## config.mk

```make
export PLATFORM = sky130hd
export DESIGN_NAME = pixel_integer_rescaler_core_flat
export DESIGN_NICKNAME = d
export VERILOG_FILES = /design/src/rtl/pir_pkg.sv /design/src/rtl/pir_intf.sv /design/src/rtl/pir_cfg_regs.sv /design/src/rtl/pir_ctrl.sv /design/src/rtl/pir_emit.sv /design/src/rtl/pixel_integer_rescaler_core.sv /design/src/flat_wrapper.sv
export VERILOG_INCLUDE_DIRS = /design/src /design/src/rtl
export SDC_FILE = /design/constraint.sdc
export NUM_CORES = 1
export LEC_CHECK = 0
export BUFFER_PORTS_ARGS = -buffer_cell sky130_fd_sc_hd__buf_4
export CORE_UTILIZATION = 62
export CTS_CLUSTER_SIZE = 25
export DETAILED_ROUTE_END_ITERATION = 10
export GPL_TIMING_DRIVEN = 1
export PLACE_DENSITY_LB_ADDON = 0.25
export RECOVER_POWER = 100
export SLEW_MARGIN = 20
export SYNTH_ARGS = -nofsm -noshare
export SYNTH_HDL_FRONTEND = slang
export SYNTH_SLANG_ARGS = --single-unit
```

## constraint.sdc

```tcl
create_clock -name clk -period 8.7 [get_ports clk]
set_clock_uncertainty 0.05 [all_clocks]
set_input_delay 1.74 -clock clk [delete_from_list [all_inputs] [get_ports clk]]
set_output_delay 1.74 -clock clk [all_outputs]
set_load 0.05 [all_outputs]
```

## src/rtl/assert_macros.svh

```systemverilog
// ----------------------------------------------------------------------------
// Assertion macros
// Concurrent check wrappers; they expand to nothing in synthesis builds.
// ----------------------------------------------------------------------------
`ifndef ASSERT_MACROS_SVH
`define ASSERT_MACROS_SVH

`ifndef SYNTHESIS

// Check that cons holds in the same cycle whenever ante holds.
`define PIR_ASSERT_IMPLY(label, clk, rst_n, ante, cons) \
    label: assert property (@(posedge clk) disable iff (!rst_n) (ante) |-> (cons)) \
        else $error("same-cycle implication check failed");

// Check that cons holds in the cycle after ante holds.
`define PIR_ASSERT_NEXT(label, clk, rst_n, ante, cons) \
    label: assert property (@(posedge clk) disable iff (!rst_n) (ante) |=> (cons)) \
        else $error("next-cycle implication check failed");

`else

`define PIR_ASSERT_IMPLY(label, clk, rst_n, ante, cons)
`define PIR_ASSERT_NEXT(label, clk, rst_n, ante, cons)

`endif

`endif

```

## src/rtl/pir_pkg.sv

```systemverilog
// ----------------------------------------------------------------------------
// pir_pkg
// Shared types and fixed constants of the pixel integer rescaler.
// ----------------------------------------------------------------------------
`timescale 1ns / 1ps

package pir_pkg;

    // Configuration port geometry
    localparam int CFG_ADDR_W = 2;
    localparam int CFG_DATA_W = 13;

    // Register indexes
    localparam logic [CFG_ADDR_W-1:0] REG_SOURCE_WIDTH = 2'd0;
    localparam logic [CFG_ADDR_W-1:0] REG_SCALE_MODE   = 2'd1;
    localparam logic [CFG_ADDR_W-1:0] REG_SCALE_FACTOR = 2'd2;

    // Register field widths
    localparam int SRC_WIDTH_W = 13;
    localparam int FACTOR_W    = 5;

    // Scale mode codes
    localparam logic MODE_ENLARGE = 1'b0;
    localparam logic MODE_SHRINK  = 1'b1;

    typedef struct packed {
        logic [7:0] blue;
        logic [7:0] green;
        logic [7:0] red;
    } pixel_t;

    // Per-request emit job: what every copy carries
    typedef struct packed {
        pixel_t     pix;
        logic       row_end;
        logic [1:0] pad;
    } job_info_t;

    // One result request
    typedef struct packed {
        pixel_t     pix;
        logic       row_end;
        logic [1:0] pad;
        logic       last;
    } result_t;

endpackage

```

## src/rtl/pir_intf.sv

```systemverilog
// ----------------------------------------------------------------------------
// pir_intf
// Valid/ready channels of the rescaler: pixel in, pixel out, register write.
// ----------------------------------------------------------------------------
`timescale 1ns / 1ps

interface pir_pix_in_if;
    logic       valid;
    logic       ready;
    logic [7:0] blue;
    logic [7:0] green;
    logic [7:0] red;
    logic       frame_start;

    modport source (output valid, output blue, output green, output red,
                    output frame_start, input ready);
    modport sink   (input valid, input blue, input green, input red,
                    input frame_start, output ready);
endinterface

interface pir_pix_out_if;
    logic       valid;
    logic       ready;
    logic [7:0] out_blue;
    logic [7:0] out_green;
    logic [7:0] out_red;
    logic       row_end;
    logic [1:0] pad_bytes;
    logic       last;

    modport source (output valid, output out_blue, output out_green, output out_red,
                    output row_end, output pad_bytes, output last, input ready);
    modport sink   (input valid, input out_blue, input out_green, input out_red,
                    input row_end, input pad_bytes, input last, output ready);
endinterface

interface pir_cfg_if;
    logic                          valid;
    logic                          ready;
    logic [pir_pkg::CFG_ADDR_W-1:0] addr;
    logic [pir_pkg::CFG_DATA_W-1:0] data;

    modport source (output valid, output addr, output data, input ready);
    modport sink   (input valid, input addr, input data, output ready);
endinterface

```

## src/rtl/pir_cfg_regs.sv

```systemverilog
// ----------------------------------------------------------------------------
// pir_cfg_regs
// Configuration registers and their clamped effective values.
// ----------------------------------------------------------------------------
`timescale 1ns / 1ps

module pir_cfg_regs #(
    parameter int MAX_WIDTH  = 4096,
    parameter int MAX_FACTOR = 16,
    localparam int WW = $clog2(MAX_WIDTH + 1),
    localparam int FW = $clog2(MAX_FACTOR + 1)
) (
    input  logic                           clk,
    input  logic                           rst_n,
    input  logic                           wr_en,
    input  logic [pir_pkg::CFG_ADDR_W-1:0] wr_addr,
    input  logic [pir_pkg::CFG_DATA_W-1:0] wr_data,
    output logic [WW-1:0]                  eff_width,
    output logic [FW-1:0]                  eff_factor,
    output logic                           mode
);

    logic [pir_pkg::SRC_WIDTH_W-1:0] width_reg;
    logic                            mode_reg;
    logic [pir_pkg::FACTOR_W-1:0]    factor_reg;
    logic [31:0]                     width_raw;
    logic [31:0]                     factor_raw;

    always_ff @(posedge clk or negedge rst_n)
    begin
        if (!rst_n)
        begin
            width_reg  <= pir_pkg::SRC_WIDTH_W'(1);
            mode_reg   <= pir_pkg::MODE_ENLARGE;
            factor_reg <= pir_pkg::FACTOR_W'(1);
        end
        else if (wr_en)
        begin
            case (wr_addr)
                pir_pkg::REG_SOURCE_WIDTH: width_reg  <= wr_data[pir_pkg::SRC_WIDTH_W-1:0];
                pir_pkg::REG_SCALE_MODE:   mode_reg   <= wr_data[0];
                pir_pkg::REG_SCALE_FACTOR: factor_reg <= wr_data[pir_pkg::FACTOR_W-1:0];
                default:                   ; // drop writes to unmapped addresses
            endcase
        end
    end

    // Zero counts as one; saturate at the configured maxima.
    always_comb
    begin
        width_raw  = 32'(width_reg);
        factor_raw = 32'(factor_reg);
        if (width_raw == 32'd0)
            eff_width = WW'(1);
        else if (width_raw > 32'(MAX_WIDTH))
            eff_width = WW'(MAX_WIDTH);
        else
            eff_width = WW'(width_raw);
        if (factor_raw == 32'd0)
            eff_factor = FW'(1);
        else if (factor_raw > 32'(MAX_FACTOR))
            eff_factor = FW'(MAX_FACTOR);
        else
            eff_factor = FW'(factor_raw);
    end

    assign mode = mode_reg;

endmodule

```

## src/rtl/pir_ctrl.sv

```systemverilog
// ----------------------------------------------------------------------------
// pir_ctrl
// Row/column bookkeeping; decides copy count, row end and pad per request.
// ----------------------------------------------------------------------------
`timescale 1ns / 1ps

module pir_ctrl #(
    parameter int MAX_WIDTH  = 4096,
    parameter int MAX_FACTOR = 16,
    localparam int WW  = $clog2(MAX_WIDTH + 1),
    localparam int FW  = $clog2(MAX_FACTOR + 1),
    localparam int CW  = $clog2(MAX_WIDTH),
    localparam int PW  = $clog2(MAX_FACTOR),
    localparam int KW  = WW,
    localparam int XW  = WW + 1,
    localparam int PRW = KW + FW + 1
) (
    input  logic                clk,
    input  logic                rst_n,
    input  logic                accept,
    input  pir_pkg::pixel_t     pix,
    input  logic                frame_start,
    input  logic [WW-1:0]       eff_width,
    input  logic [FW-1:0]       eff_factor,
    input  logic                mode,
    output logic [FW-1:0]       copies,
    output pir_pkg::job_info_t  info
);

    logic [CW-1:0]  col_reg,  col_next,  col_cur;
    logic [PW-1:0]  rph_reg,  rph_next,  rph_cur;
    logic [PW-1:0]  cph_reg,  cph_next,  cph_cur;
    logic [KW-1:0]  kept_reg, kept_next, kept_cur;

    logic [CW:0]    col_inc;
    logic           row_last;
    logic [FW:0]    cph_inc;
    logic [FW:0]    rph_inc;
    logic [KW:0]    kept_inc;
    logic [PRW-1:0] prod;
    logic           keep;
    logic           rend_shrink;
    logic [3:0]     pad_prod;
    logic [1:0]     pad_enlarge;

    // A frame start clears every counter before this pixel is used.
    assign col_cur  = frame_start ? '0 : col_reg;
    assign rph_cur  = frame_start ? '0 : rph_reg;
    assign cph_cur  = frame_start ? '0 : cph_reg;
    assign kept_cur = frame_start ? '0 : kept_reg;

    assign col_inc  = (CW + 1)'(col_cur) + (CW + 1)'(1);
    assign row_last = XW'(col_inc) >= XW'(eff_width);
    assign cph_inc  = (FW + 1)'(cph_cur) + (FW + 1)'(1);
    assign rph_inc  = (FW + 1)'(rph_cur) + (FW + 1)'(1);
    assign kept_inc = (KW + 1)'(kept_cur) + (KW + 1)'(1);

    // kept < width/factor  <=>  (kept+1)*factor <= width
    // kept+1 >= width/factor  <=>  (kept+1)*factor + factor > width
    assign prod        = PRW'(kept_inc) * PRW'(eff_factor);
    assign keep        = (rph_cur == '0) && (cph_cur == '0) && (prod <= PRW'(eff_width));
    assign rend_shrink = (prod + PRW'(eff_factor)) > PRW'(eff_width);

    // Pad is (3*n) negated mod 4, which equals n mod 4.
    assign pad_prod    = {2'b00, eff_width[1:0]} * {2'b00, eff_factor[1:0]};
    assign pad_enlarge = pad_prod[1:0];

    always_comb
    begin
        info.pix  = pix;
        col_next  = col_cur;
        rph_next  = rph_cur;
        cph_next  = cph_cur;
        kept_next = kept_cur;
        if (mode == pir_pkg::MODE_SHRINK)
        begin
            copies       = keep ? FW'(1) : '0;
            info.row_end = rend_shrink;
            info.pad     = rend_shrink ? kept_inc[1:0] : 2'b00;
            if (row_last)
            begin
                col_next  = '0;
                cph_next  = '0;
                kept_next = '0;
                rph_next  = ((FW + 1)'(rph_inc) >= (FW + 1)'(eff_factor)) ? '0 : PW'(rph_inc);
            end
            else
            begin
                col_next  = CW'(col_inc);
                cph_next  = ((FW + 1)'(cph_inc) >= (FW + 1)'(eff_factor)) ? '0 : PW'(cph_inc);
                kept_next = keep ? KW'(kept_inc) : kept_cur;
            end
        end
        else
        begin
            copies       = eff_factor;
            info.row_end = row_last;
            info.pad     = row_last ? pad_enlarge : 2'b00;
            col_next     = row_last ? '0 : CW'(col_inc);
        end
    end

    always_ff @(posedge clk or negedge rst_n)
    begin
        if (!rst_n)
        begin
            col_reg  <= '0;
            rph_reg  <= '0;
            cph_reg  <= '0;
            kept_reg <= '0;
        end
        else if (accept)
        begin
            col_reg  <= col_next;
            rph_reg  <= rph_next;
            cph_reg  <= cph_next;
            kept_reg <= kept_next;
        end
    end

endmodule

```

## src/rtl/pir_emit.sv

```systemverilog
// ----------------------------------------------------------------------------
// pir_emit
// Job register with copy counter feeding a registered output stage.
// ----------------------------------------------------------------------------
`timescale 1ns / 1ps

`include "assert_macros.svh"

module pir_emit #(
    parameter int MAX_FACTOR = 16,
    localparam int FW = $clog2(MAX_FACTOR + 1)
) (
    input  logic               clk,
    input  logic               rst_n,
    input  logic               in_valid,
    input  logic [FW-1:0]      copies,
    input  pir_pkg::job_info_t info,
    output logic               in_ready,
    input  logic               out_ready,
    output logic               out_valid,
    output pir_pkg::result_t   out_data
);

    logic               job_valid_reg, job_valid_next;
    logic [FW-1:0]      left_reg, left_next;
    pir_pkg::job_info_t job_reg;
    logic               out_valid_reg, out_valid_next;
    pir_pkg::result_t   out_reg;

    logic               out_load;
    logic               emit;
    logic               final_copy;
    logic               job_done;
    logic               load_job;

    assign out_load   = !out_valid_reg || out_ready;
    assign emit       = job_valid_reg && out_load;
    assign final_copy = (left_reg == FW'(1));
    assign job_done   = emit && final_copy;
    assign in_ready   = !job_valid_reg || job_done;
    // Requests that make no result never occupy the job register.
    assign load_job   = in_valid && in_ready && (copies != '0);

    always_comb
    begin
        job_valid_next = job_valid_reg;
        left_next      = left_reg;
        if (load_job)
        begin
            job_valid_next = 1'b1;
            left_next      = copies;
        end
        else if (emit)
        begin
            job_valid_next = !final_copy;
            left_next      = left_reg - FW'(1);
        end
        out_valid_next = emit ? 1'b1 : (out_ready ? 1'b0 : out_valid_reg);
    end

    always_ff @(posedge clk or negedge rst_n)
    begin
        if (!rst_n)
        begin
            job_valid_reg <= 1'b0;
            left_reg      <= '0;
            out_valid_reg <= 1'b0;
        end
        else
        begin
            job_valid_reg <= job_valid_next;
            left_reg      <= left_next;
            out_valid_reg <= out_valid_next;
        end
    end

    always_ff @(posedge clk)
    begin
        if (load_job)
            job_reg <= info;
        if (emit)
        begin
            out_reg.pix     <= job_reg.pix;
            out_reg.last    <= final_copy;
            out_reg.row_end <= final_copy && job_reg.row_end;
            out_reg.pad     <= (final_copy && job_reg.row_end) ? job_reg.pad : 2'b00;
        end
    end

    assign out_valid = out_valid_reg;
    assign out_data  = out_reg;

    `PIR_ASSERT_IMPLY(a_job_has_copies, clk, rst_n, job_valid_reg, left_reg != '0)
    `PIR_ASSERT_NEXT(a_job_loaded, clk, rst_n, load_job, job_valid_reg && (left_reg == $past(copies)))
    `PIR_ASSERT_IMPLY(a_row_end_is_last, clk, rst_n, out_valid_reg && out_reg.row_end, out_reg.last)
    `PIR_ASSERT_IMPLY(a_pad_at_row_end, clk, rst_n, out_valid_reg && (out_reg.pad != 2'b00), out_reg.row_end)

endmodule

```

## src/rtl/pixel_integer_rescaler_core.sv

```systemverilog
// ----------------------------------------------------------------------------
// pixel_integer_rescaler_core
// Streaming nearest-neighbor integer rescaler for 24-bit pixels.
// ----------------------------------------------------------------------------
// Takes one source pixel per request (row padding already stripped) and emits
// scaled pixels. In enlarge mode each pixel goes out scale_factor times and the
// upstream must re-send every source row scale_factor times; in shrink mode a
// pixel is kept only when its row and column are multiples of the factor, at
// most floor(width / factor) per row. The last pixel of each output row has
// row_end set and pad_bytes giving the zero bytes that align the row to 4
// bytes. Rate: one output pixel per cycle while the output is ready; an input
// pixel stays in the job register until its copy counter has sent all of its
// results (scale_factor in enlarge mode, one in shrink mode) on to the output
// register, and a dropped pixel never enters it. The input is taken while a
// finished result still waits at the output register. Register writes are
// taken at any time (ready tied high) and act from the next cycle; a
// frame_start pixel clears the row and column counters before it is used.
`timescale 1ns / 1ps

module pixel_integer_rescaler_core #(
    parameter int MAX_WIDTH  = 4096,
    parameter int MAX_FACTOR = 16
) (
    input  logic                 clk,
    input  logic                 rst_n,
    pir_pix_in_if.sink           pix_in,
    pir_pix_out_if.source        pix_out,
    pir_cfg_if.sink              cfg
);

    localparam int WW = $clog2(MAX_WIDTH + 1);
    localparam int FW = $clog2(MAX_FACTOR + 1);

    logic [WW-1:0]      eff_width;
    logic [FW-1:0]      eff_factor;
    logic               mode;
    logic [FW-1:0]      copies;
    pir_pkg::job_info_t info;
    pir_pkg::pixel_t    in_pix;
    pir_pkg::result_t   out_data;
    logic               in_ready;
    logic               accept;

    // Registers never stall.
    assign cfg.ready = 1'b1;

    pir_cfg_regs #(
        .MAX_WIDTH  (MAX_WIDTH),
        .MAX_FACTOR (MAX_FACTOR)
    ) u_cfg (
        .clk        (clk),
        .rst_n      (rst_n),
        .wr_en      (cfg.valid),
        .wr_addr    (cfg.addr),
        .wr_data    (cfg.data),
        .eff_width  (eff_width),
        .eff_factor (eff_factor),
        .mode       (mode)
    );

    assign in_pix.blue  = pix_in.blue;
    assign in_pix.green = pix_in.green;
    assign in_pix.red   = pix_in.red;

    // Advance counters on every accepted pixel, kept or dropped.
    assign accept       = pix_in.valid && in_ready;
    assign pix_in.ready = in_ready;

    pir_ctrl #(
        .MAX_WIDTH   (MAX_WIDTH),
        .MAX_FACTOR  (MAX_FACTOR)
    ) u_ctrl (
        .clk         (clk),
        .rst_n       (rst_n),
        .accept      (accept),
        .pix         (in_pix),
        .frame_start (pix_in.frame_start),
        .eff_width   (eff_width),
        .eff_factor  (eff_factor),
        .mode        (mode),
        .copies      (copies),
        .info        (info)
    );

    // Hold the job until its final copy moves into the output register.
    pir_emit #(
        .MAX_FACTOR (MAX_FACTOR)
    ) u_emit (
        .clk        (clk),
        .rst_n      (rst_n),
        .in_valid   (pix_in.valid),
        .copies     (copies),
        .info       (info),
        .in_ready   (in_ready),
        .out_ready  (pix_out.ready),
        .out_valid  (pix_out.valid),
        .out_data   (out_data)
    );

    assign pix_out.out_blue  = out_data.pix.blue;
    assign pix_out.out_green = out_data.pix.green;
    assign pix_out.out_red   = out_data.pix.red;
    assign pix_out.row_end   = out_data.row_end;
    assign pix_out.pad_bytes = out_data.pad;
    assign pix_out.last      = out_data.last;

endmodule
```

## src/flat_wrapper.sv

```systemverilog
// flat-port wrapper written by rule: the top's interface ports become plain ports
module pixel_integer_rescaler_core_flat 
#(
    parameter int MAX_WIDTH  = 4096,
    parameter int MAX_FACTOR = 16
)
  (clk, rst_n, pix_in_valid, pix_in_blue, pix_in_green, pix_in_red, pix_in_frame_start, pix_in_ready, pix_out_valid, pix_out_out_blue, pix_out_out_green, pix_out_out_red, pix_out_row_end, pix_out_pad_bytes, pix_out_last, pix_out_ready, cfg_valid, cfg_addr, cfg_data, cfg_ready);
  pir_pix_in_if pix_in_i ();
  pir_pix_out_if pix_out_i ();
  pir_cfg_if cfg_i ();
  input  logic clk;
  input  logic rst_n;
  input wire logic [$bits(pix_in_i.valid)-1:0] pix_in_valid;
  input wire logic [$bits(pix_in_i.blue)-1:0] pix_in_blue;
  input wire logic [$bits(pix_in_i.green)-1:0] pix_in_green;
  input wire logic [$bits(pix_in_i.red)-1:0] pix_in_red;
  input wire logic [$bits(pix_in_i.frame_start)-1:0] pix_in_frame_start;
  output wire logic [$bits(pix_in_i.ready)-1:0] pix_in_ready;
  output wire logic [$bits(pix_out_i.valid)-1:0] pix_out_valid;
  output wire logic [$bits(pix_out_i.out_blue)-1:0] pix_out_out_blue;
  output wire logic [$bits(pix_out_i.out_green)-1:0] pix_out_out_green;
  output wire logic [$bits(pix_out_i.out_red)-1:0] pix_out_out_red;
  output wire logic [$bits(pix_out_i.row_end)-1:0] pix_out_row_end;
  output wire logic [$bits(pix_out_i.pad_bytes)-1:0] pix_out_pad_bytes;
  output wire logic [$bits(pix_out_i.last)-1:0] pix_out_last;
  input wire logic [$bits(pix_out_i.ready)-1:0] pix_out_ready;
  input wire logic [$bits(cfg_i.valid)-1:0] cfg_valid;
  input wire logic [$bits(cfg_i.addr)-1:0] cfg_addr;
  input wire logic [$bits(cfg_i.data)-1:0] cfg_data;
  output wire logic [$bits(cfg_i.ready)-1:0] cfg_ready;
  assign pix_in_i.valid = pix_in_valid;
  assign pix_in_i.blue = pix_in_blue;
  assign pix_in_i.green = pix_in_green;
  assign pix_in_i.red = pix_in_red;
  assign pix_in_i.frame_start = pix_in_frame_start;
  assign pix_in_ready = pix_in_i.ready;
  assign pix_out_valid = pix_out_i.valid;
  assign pix_out_out_blue = pix_out_i.out_blue;
  assign pix_out_out_green = pix_out_i.out_green;
  assign pix_out_out_red = pix_out_i.out_red;
  assign pix_out_row_end = pix_out_i.row_end;
  assign pix_out_pad_bytes = pix_out_i.pad_bytes;
  assign pix_out_last = pix_out_i.last;
  assign pix_out_i.ready = pix_out_ready;
  assign cfg_i.valid = cfg_valid;
  assign cfg_i.addr = cfg_addr;
  assign cfg_i.data = cfg_data;
  assign cfg_ready = cfg_i.ready;
  pixel_integer_rescaler_core #(.MAX_WIDTH(MAX_WIDTH), .MAX_FACTOR(MAX_FACTOR)) u_core (.clk(clk), .rst_n(rst_n), .pix_in(pix_in_i), .pix_out(pix_out_i), .cfg(cfg_i));
endmodule
```

==> flow_metrics.py, run 1 <==
metrics = {
    "outcome": {
        "status": "finished with violations",
        "violations": "max-capacitance violations, max-slew violations",
    },
    "power": {
        "ir_drop_uv": 180,
        "clkPwrFrac": 0.273,
        "power_frac_seq": 0.323,
        "power_density_mw_per_mm2": 234,
        "leakage_nw": 4.67,
        "combPwrFrac": 0.404,
        "netSwitchingFraction": 0.402,
        "intPower_mw": 1.45,
        "power_switching_mw": 0.974,
        "p_total_mw": 2.42,
    },
    "clocking": {
        "ctsLongestPathBuffers": 2,
        "cts_tree": "built",
        "clkTransAtPathRegs_ps": 60,
        "cts_sinks": 114,
        "cts_buffers": 17,
        "ctsRootBufferMaster": "clkbuf_16",
        "cts_setup_buffers": 0,
        "insertion_delay_ps": 420,
        "htreeDepth": 4,
        "cts_hold_buffers": 0,
    },
    "worst_setup_path": {
        "crit_buf_inv": 4,
        "slowest_delay_ps": 550,
        "crit_fanout": 17,
        "critical_path_arrival_ps": 8450,
        "cpMaxStageDelayCell": "fa_1",
        "rrSetupSlack_ps": 1100,
        "required_ps": 8770,
        "critPathKind": "in2reg",
        "crit_family": "adder cells",
        "cp-end-kind": "register",
        "critPathLaunchType": "input pin",
    },
    "hold_path": {
        "hold_path.class": "reg2reg",
    },
    "global_route": {
        "grt_max_degree": 60,
        "grt_util_all_layers": 0.312,
        "antenna_found_initial": 0,
        "gr-total-overflow": 0,
        "grt_pass1_vias": 7206,
        "grt_pass1_wl_um": 35700,
    },
    "die": {
        "die_h_um": 123,
        "fp.dieArea_mm2": 0.0152,
        "die_w_um": 123,
        "io_pins": 76,
        "num_rows": 43,
        "start_util": 0.646,
        "core_area_mm2": 0.0141,
    },
    "timing": {
        "worst_pin_slew_ps": 3360,
        "clock.fmax_mhz": 119,
        "finalSetupViolations": 0,
        "finalHoldViolCount": 0,
        "rsz0062_at_grt": "false",
        "hold_slack_ps": 364,
        "finalCriticalPeriod_ps": 8370,
        "slew_headroom": -1.24,
        "drv_slew": 75,
        "finalCritPeriodShare": 0.963,
    },
    "drt": {
        "drtIter0Drc": 541,
        "wl_per_cell_um": 18.1,
        "totalWireLength_um": 22100,
        "dr.pass1.iters": 6,
        "vias": 7417,
        "vias_per_cell": 6.06,
        "route.detailed.drc": 0,
        "ant_nets": 0,
    },
    "cells_and_area": {
        "drive_gt1_frac": 0.132,
        "final_cell_mix": "110 x nand2_1, 88 x ha_1, 76 x inv_1",
        "design_area_mm2": 0.0103,
        "areaGrowthSynthToFinish_pct": 13.6,
        "finish.utilization": 0.734,
        "fillers": 1056,
        "finalNonFillerCells": 1223,
        "final_common_cell": "nand2_1",
        "largest_register_ffs": 28,
        "fin_nets": 1200,
        "diodes": 0,
    },
    "synth": {
        "avgSynthCellArea_um2": 9.57,
        "ys.flop_type": "dfrtp_1",
        "yosys.area.top_type": "edfxtp_1",
        "ys_seq_area_frac": 0.344,
        "yosys_warnings": 0,
        "synthTopCellsByArea": "edfxtp_1 18%, dfrtp_1 16%, ha_1 12%",
        "synthDistinctLibCells": 74,
        "yosys_register_bits": 114,
        "synth_area_mm2": 0.00911,
        "yosys.area.top_type_share": 0.181,
        "postSynthCellCount": 952,
        "ys_async_sr_fraction": 0.518,
        "syn-num-nets": 1122,
        "synth_edf_count": 55,
    },
    "placed_design": {
        "dp_hpwl_um": 16400,
        "place_area_mm2": 0.00993,
        "dp.cells": 1191,
        "numPortBuffers": 74,
        "place_congestion": 0.931,
    },
    "run": {
        "cap_violations": 2,
    },
}
==> path summary, 6_finish.rpt <==
check                                      startpoint                    endpoint  depth (start not counted)
max in group asynchronous                       rst_n    u_core.u_ctrl.col_reg[6]                          1
max                                pix_in_frame_start    u_core.u_emit.job_reg[2]                         26
min                         u_core.u_emit.job_reg[11]  u_core.u_emit.out_data[12]                          0
min in group asynchronous                       rst_n     u_core.u_emit.out_valid                          1
min reg2reg                 u_core.u_emit.job_reg[11]  u_core.u_emit.out_data[12]                          0
max reg2reg                u_core.u_cfg.factor_reg[4]    u_core.u_emit.job_reg[2]                         21
==> area by class of cell <==
class / instances / area, µm² / area share
multi-input cells: 723 / 5530 / 0.535
flip-flops and latches: 114 / 3130 / 0.303
repair buffers: 95 / 591 / 0.0571
clock buffers: 18 / 439 / 0.0424
inverters: 79 / 297 / 0.0287
well taps: 180 / 225 / 0.0218
clock inverters: 14 / 133 / 0.0128
==> layer usage <==
metal | vias up | GRT usage | share of wire
met3 | 44 | 0.0512 | 0.063
met1 | 3572 | 0.404 | 0.42
met2 | 302 | 0.530 | 0.49
met5 | - | 0 | 0
li1 | 3499 | - | -
met4 | 0 | 0.111 | 0.024
==> stage by stage <==
| stage | setup TNS [ps] | worst slack, ps |
|---|---|---|
| finish | 0 | 326 |
| global placement | 0 | 160 |
| CTS | 0 | 358 |
| detailed placement | -2.52 | -1.26 |
| global route | 0 | 49.4 |
| floorplan | 0 | 41.7 |
==> cells in the mapped netlist (7+ instances only) <==
library cell	instances
mux2_2	19
xor2_1	27
dfrtp_1	57
and2_1	18
edfxtp_1	55
a22o_1	10
nand4_1	13
nand3_1	30
inv_1	77
and3_1	17
o211ai_1	7
fa_1	37
nor3_1	18
clkbuf_1	27
nand2b_1	21
a21o_1	16
nand2_1	110
o21ai_0	36
a21oi_1	26
o21a_1	9
nor2_1	74
ha_1	88
xnor2_1	22
nor2b_1	19
==> worst register-to-register path: cells and delay by family, from the launching register on <==
| family | cells | cell delay, ps |
|---|---|---|
| fa+ha+maj | 5 | 2230 |
| compound gates | 8 | 2060 |
| simple gates | 3 | 1150 |
| xor+xnor | 2 | 740 |
| flops | 1 | 550 |
| buf+inv | 3 | 550 |
==> power by group through the flow <==
stage / clock network (mW) / logic [mW] / registers (mW)
floorplan: 0 / 0.598 / 0.908
global placement: 0 / 0.969 / 0.783
detailed placement: 0 / 1.00 / 0.791
CTS: 0.667 / 1.01 / 0.784
global route: 0.696 / 1.07 / 0.797
finish: 0.663 / 0.979 / 0.783
==> timing repair <==
action	CTS	global route
setup endpoints to repair	0	9
resized for setup	0	1
hold endpoints to repair	0	0
==> cell families after synthesis <==
logic type | synth area share
compound gates | 0.135
xor+xnor | 0.0471
fa+ha+maj | 0.202
buf+inv | 0.0504
flops | 0.344
mux | 0.0246
other cells | 0.000412
simple gates | 0.196
Note: power is estimated with default switching activity, not from simulation.
==> inputs of run 2 (changes only) <==
- SYNTH_HIERARCHICAL: unset -> 1
==> run 2 against run 1 <==
The flow finishes with violations (design-rule violations, max-capacitance violations, max-slew violations); via count decreased by 0.15%; sequential power fell by 4.3%; final cell count up 1.7%; critical path depth increased by 7; highest routed layer unchanged; die area increased by 3.7%; synthesized cell count is 2.1% higher; register-to-register slack improved by 190 ps; non-clock buffer count up 14; sequential share of layout area down 1.2 points; count of clock-buffer cells in the layout did not move; worst setup slack better by 79 ps; critical path type unchanged.
==> flow_metrics.py, run 2 <==
metrics = {
    "hold_path": {
        "min_path_cells": 0,
        "hold_path.class": "reg2reg",
        "hold_start": "u_core/u_emit/job_reg[8]",
        "holdPathEnd": "u_core/u_emit/out_data[9]",
    },
    "synth": {
        "synthTopCellsByCount": "88 x ha_1, 78 x inv_1, 78 x nor2_1",
        "ys.flop_type": "dfrtp_1",
        "synthDistinctLibCells": 88,
        "yosys.area.top_type_share": 0.175,
        "yosys.area.top_type": "edfxtp_1",
        "yosys_warnings": 6,
        "avgSynthCellArea_um2": 9.73,
        "syn-num-nets": 1142,
        "synth_edf_count": 55,
        "postSynthCellCount": 972,
        "ys_seq_area_frac": 0.331,
        "ys_async_sr_fraction": 0.518,
        "yosysMostFrequentCell": "ha_1",
        "yosys_register_bits": 114,
        "synth_area_mm2": 0.00946,
        "synthTopCellsByArea": "edfxtp_1 17%, dfrtp_1 15%, ha_1 12%",
    },
    "worst_setup_path": {
        "rrSetupSlack_ps": 1290,
        "cpMaxStageDelayCell": "fa_1",
        "critPathMostFrequentCell": "inv_1",
        "critPathKind": "in2reg",
        "r2r_end": "u_core/u_emit/left_reg[3]",
        "crit_fanout": 32,
        "required_ps": 8940,
        "reg2reg_from": "u_core/u_cfg/factor_reg[4]",
        "worstRegToRegCells": 30,
        "slowest_delay_ps": 560,
        "critPathLaunchType": "input pin",
        "critical_path_arrival_ps": 8540,
        "cp-end-kind": "register",
        "crit_path_start": "pix_in_frame_start",
    },
    "drt": {
        "vias_per_cell": 5.95,
        "met1Wirelength_um": 9310,
        "route.detailed.drc": 10,
        "vias": 7406,
        "route.met3.wl_um": 1450,
        "top_layer_used": "met4",
        "ant_nets": 0,
        "drtIter0Drc": 406,
        "met2_length_um": 10200,
        "dr.pass1.iters": 8,
        "wl_per_cell_um": 17.2,
        "totalWireLength_um": 21500,
    },
    "cells_and_area": {
        "diodes": 0,
        "finalNonFillerCells": 1244,
        "seqCellArea_mm2": 0.00313,
        "areaGrowthSynthToFinish_pct": 13.8,
        "fillers": 1097,
        "largest_register_ffs": 28,
        "final_common_cell": "ha_1",
        "finish.utilization": 0.732,
        "drive_gt1_frac": 0.160,
        "fin_nets": 1217,
        "final_cell_mix": "87 x ha_1, 78 x inv_1, 76 x nor2_1",
        "multi_input_comb_area_mm2": 0.00576,
    },
    "timing": {
        "slew_headroom": -1.13,
        "finalHoldViolCount": 0,
        "worst_pin_slew_ps": 3200,
        "rsz0062_at_grt": "false",
        "clock.fmax_mhz": 121,
        "drv_slew": 74,
        "finalCritPeriodShare": 0.953,
        "setup_ws_ps": 405,
        "finalCriticalPeriod_ps": 8290,
        "finalSetupViolations": 0,
    },
    "die": {
        "core_area_mm2": 0.0147,
        "start_util": 0.643,
        "io_pins": 76,
        "fp.dieArea_mm2": 0.0158,
        "die_w_um": 126,
        "num_rows": 44,
        "die_h_um": 126,
    },
    "run": {
        "cap_violations": 2,
    },
    "clocking": {
        "cts_buffers": 17,
        "ctsRootBufferMaster": "clkbuf_16",
        "cts_tree": "built",
        "htreeDepth": 4,
        "ctsLongestPathBuffers": 2,
        "insertion_delay_ps": 420,
        "clkTransAtPathRegs_ps": 60,
        "cts_sinks": 114,
    },
    "global_route": {
        "grt_pass1_wl_um": 36200,
        "grt_pass1_vias": 7421,
        "grt_util_all_layers": 0.291,
        "gr-total-overflow": 0,
        "grt_max_degree": 60,
        "antenna_found_initial": 0,
    },
    "outcome": {
        "violations": "design-rule violations, max-capacitance violations, max-slew violations",
        "status": "finished with violations",
    },
    "placed_design": {
        "dp_hpwl_um": 16100,
        "numPortBuffers": 74,
        "dpl_worst_slack_ps": -25.7,
        "place_congestion": 0.906,
        "dp.cells": 1208,
    },
    "power": {
        "ir_drop_uv": 160,
        "leakage_nw": 4.81,
        "power_density_mw_per_mm2": 226,
    },
}
run 2: cell types whose count changed in the layout (fill, tap and decap cells not counted), sizes merged, moves of 6 or more:
cell | before | now
xor2 | 27 | 19
nor2b | 20 | 32
buf | 36 | 50
and2 | 18 | 29
mux2 | 19 | 26
o21ai | 41 | 35
nand2 | 110 | 68
nor4 | 7 | 13
xnor2 | 22 | 32
run 2: kinds of logic (layout without fill, tap and decap cells):
group,after synthesis,after routing,synth area share
AO/OA/AOI/OAI,171,171,0.132
other,1,1,0.000397
AND/OR/NAND/NOR,348,348,0.194
flip-flops,114,114,0.331
multiplexers,28,28,0.0351
buffers and inverters,134,222,0.0646
adder cells (fa/ha/maj),125,125,0.195
XOR/XNOR,51,51,0.0488
run 2: critical path, delay by kind of cell:
kind                     cells  cell delay, ps
AO/OA/AOI/OAI                7            1100
multiplexers                 2             590
adder cells (fa/ha/maj)      6            2420
XOR/XNOR                     1             190
buffers and inverters        7             750
AND/OR/NAND/NOR             10            1730
run 2: worst max-delay path by stage:
stage                                end  slack [ps]  depth (start not counted)
3_3_place_gp   u_core/u_emit/left_reg[0]          10                         31
5_1_grt        u_core/u_emit/left_reg[1]           2                         32
4_1_cts        u_core/u_emit/left_reg[3]         360                         31
6_report       u_core/u_emit/left_reg[3]         410                         33
3_5_place_dp   u_core/u_emit/left_reg[3]         -30                         31
2_1_floorplan  u_core/u_emit/left_reg[0]          10                         33
run 2: timing repair:
| action | CTS | global route |
|---|---|---|
| endpoints found under the setup margin | 0 | 8 |
| setup buffers | 0 | 4 |
| hold buffers | 0 | 0 |
| resized for setup | 0 | 3 |
run 2: through the flow:
step | power [mW] | hold WS, ps | instance area (µm²) | setup TNS [ps]
2_1_floorplan | 1.43 | 350 | 9540 | 0
3_3_place_gp | 1.66 | 350 | 10200 | 0
3_5_place_dp | 1.69 | 355 | 10200 | -83.2
4_1_cts | 2.46 | 365 | 10900 | 0
5_1_grt | 2.57 | 369 | 10800 | 0
6_report | 2.43 | 358 | 10800 | 0
run 2: report_power, final:
group / switching, mW / internal [mW] / total, mW / leakage [nW]
Sequential: 0.0748 / 0.674 / 0.749 / 1.26
Clock: 0.255 / 0.490 / 0.746 / 0.312
Combinational: 0.570 / 0.366 / 0.936 / 3.23
Total: 0.900 / 1.53 / 2.43 / 4.81
run 2: layout make-up:
| cell class | instances | area share |
|---|---|---|
| timing repair buffer | 109 | 0.0653 |
| clock inverter | 14 | 0.0185 |
| inverter | 81 | 0.0282 |
| sequential | 114 | 0.291 |
| multi-input combinational | 724 | 0.535 |
| tap | 184 | 0.0214 |
| clock buffer | 18 | 0.0408 |
run 2: layer usage:
layer	vias to the layer above	track usage
met3	45	0.0702
met4	0	0.108
li1	3567	-
met1	3574	0.381
met2	220	0.470
met5	-	0
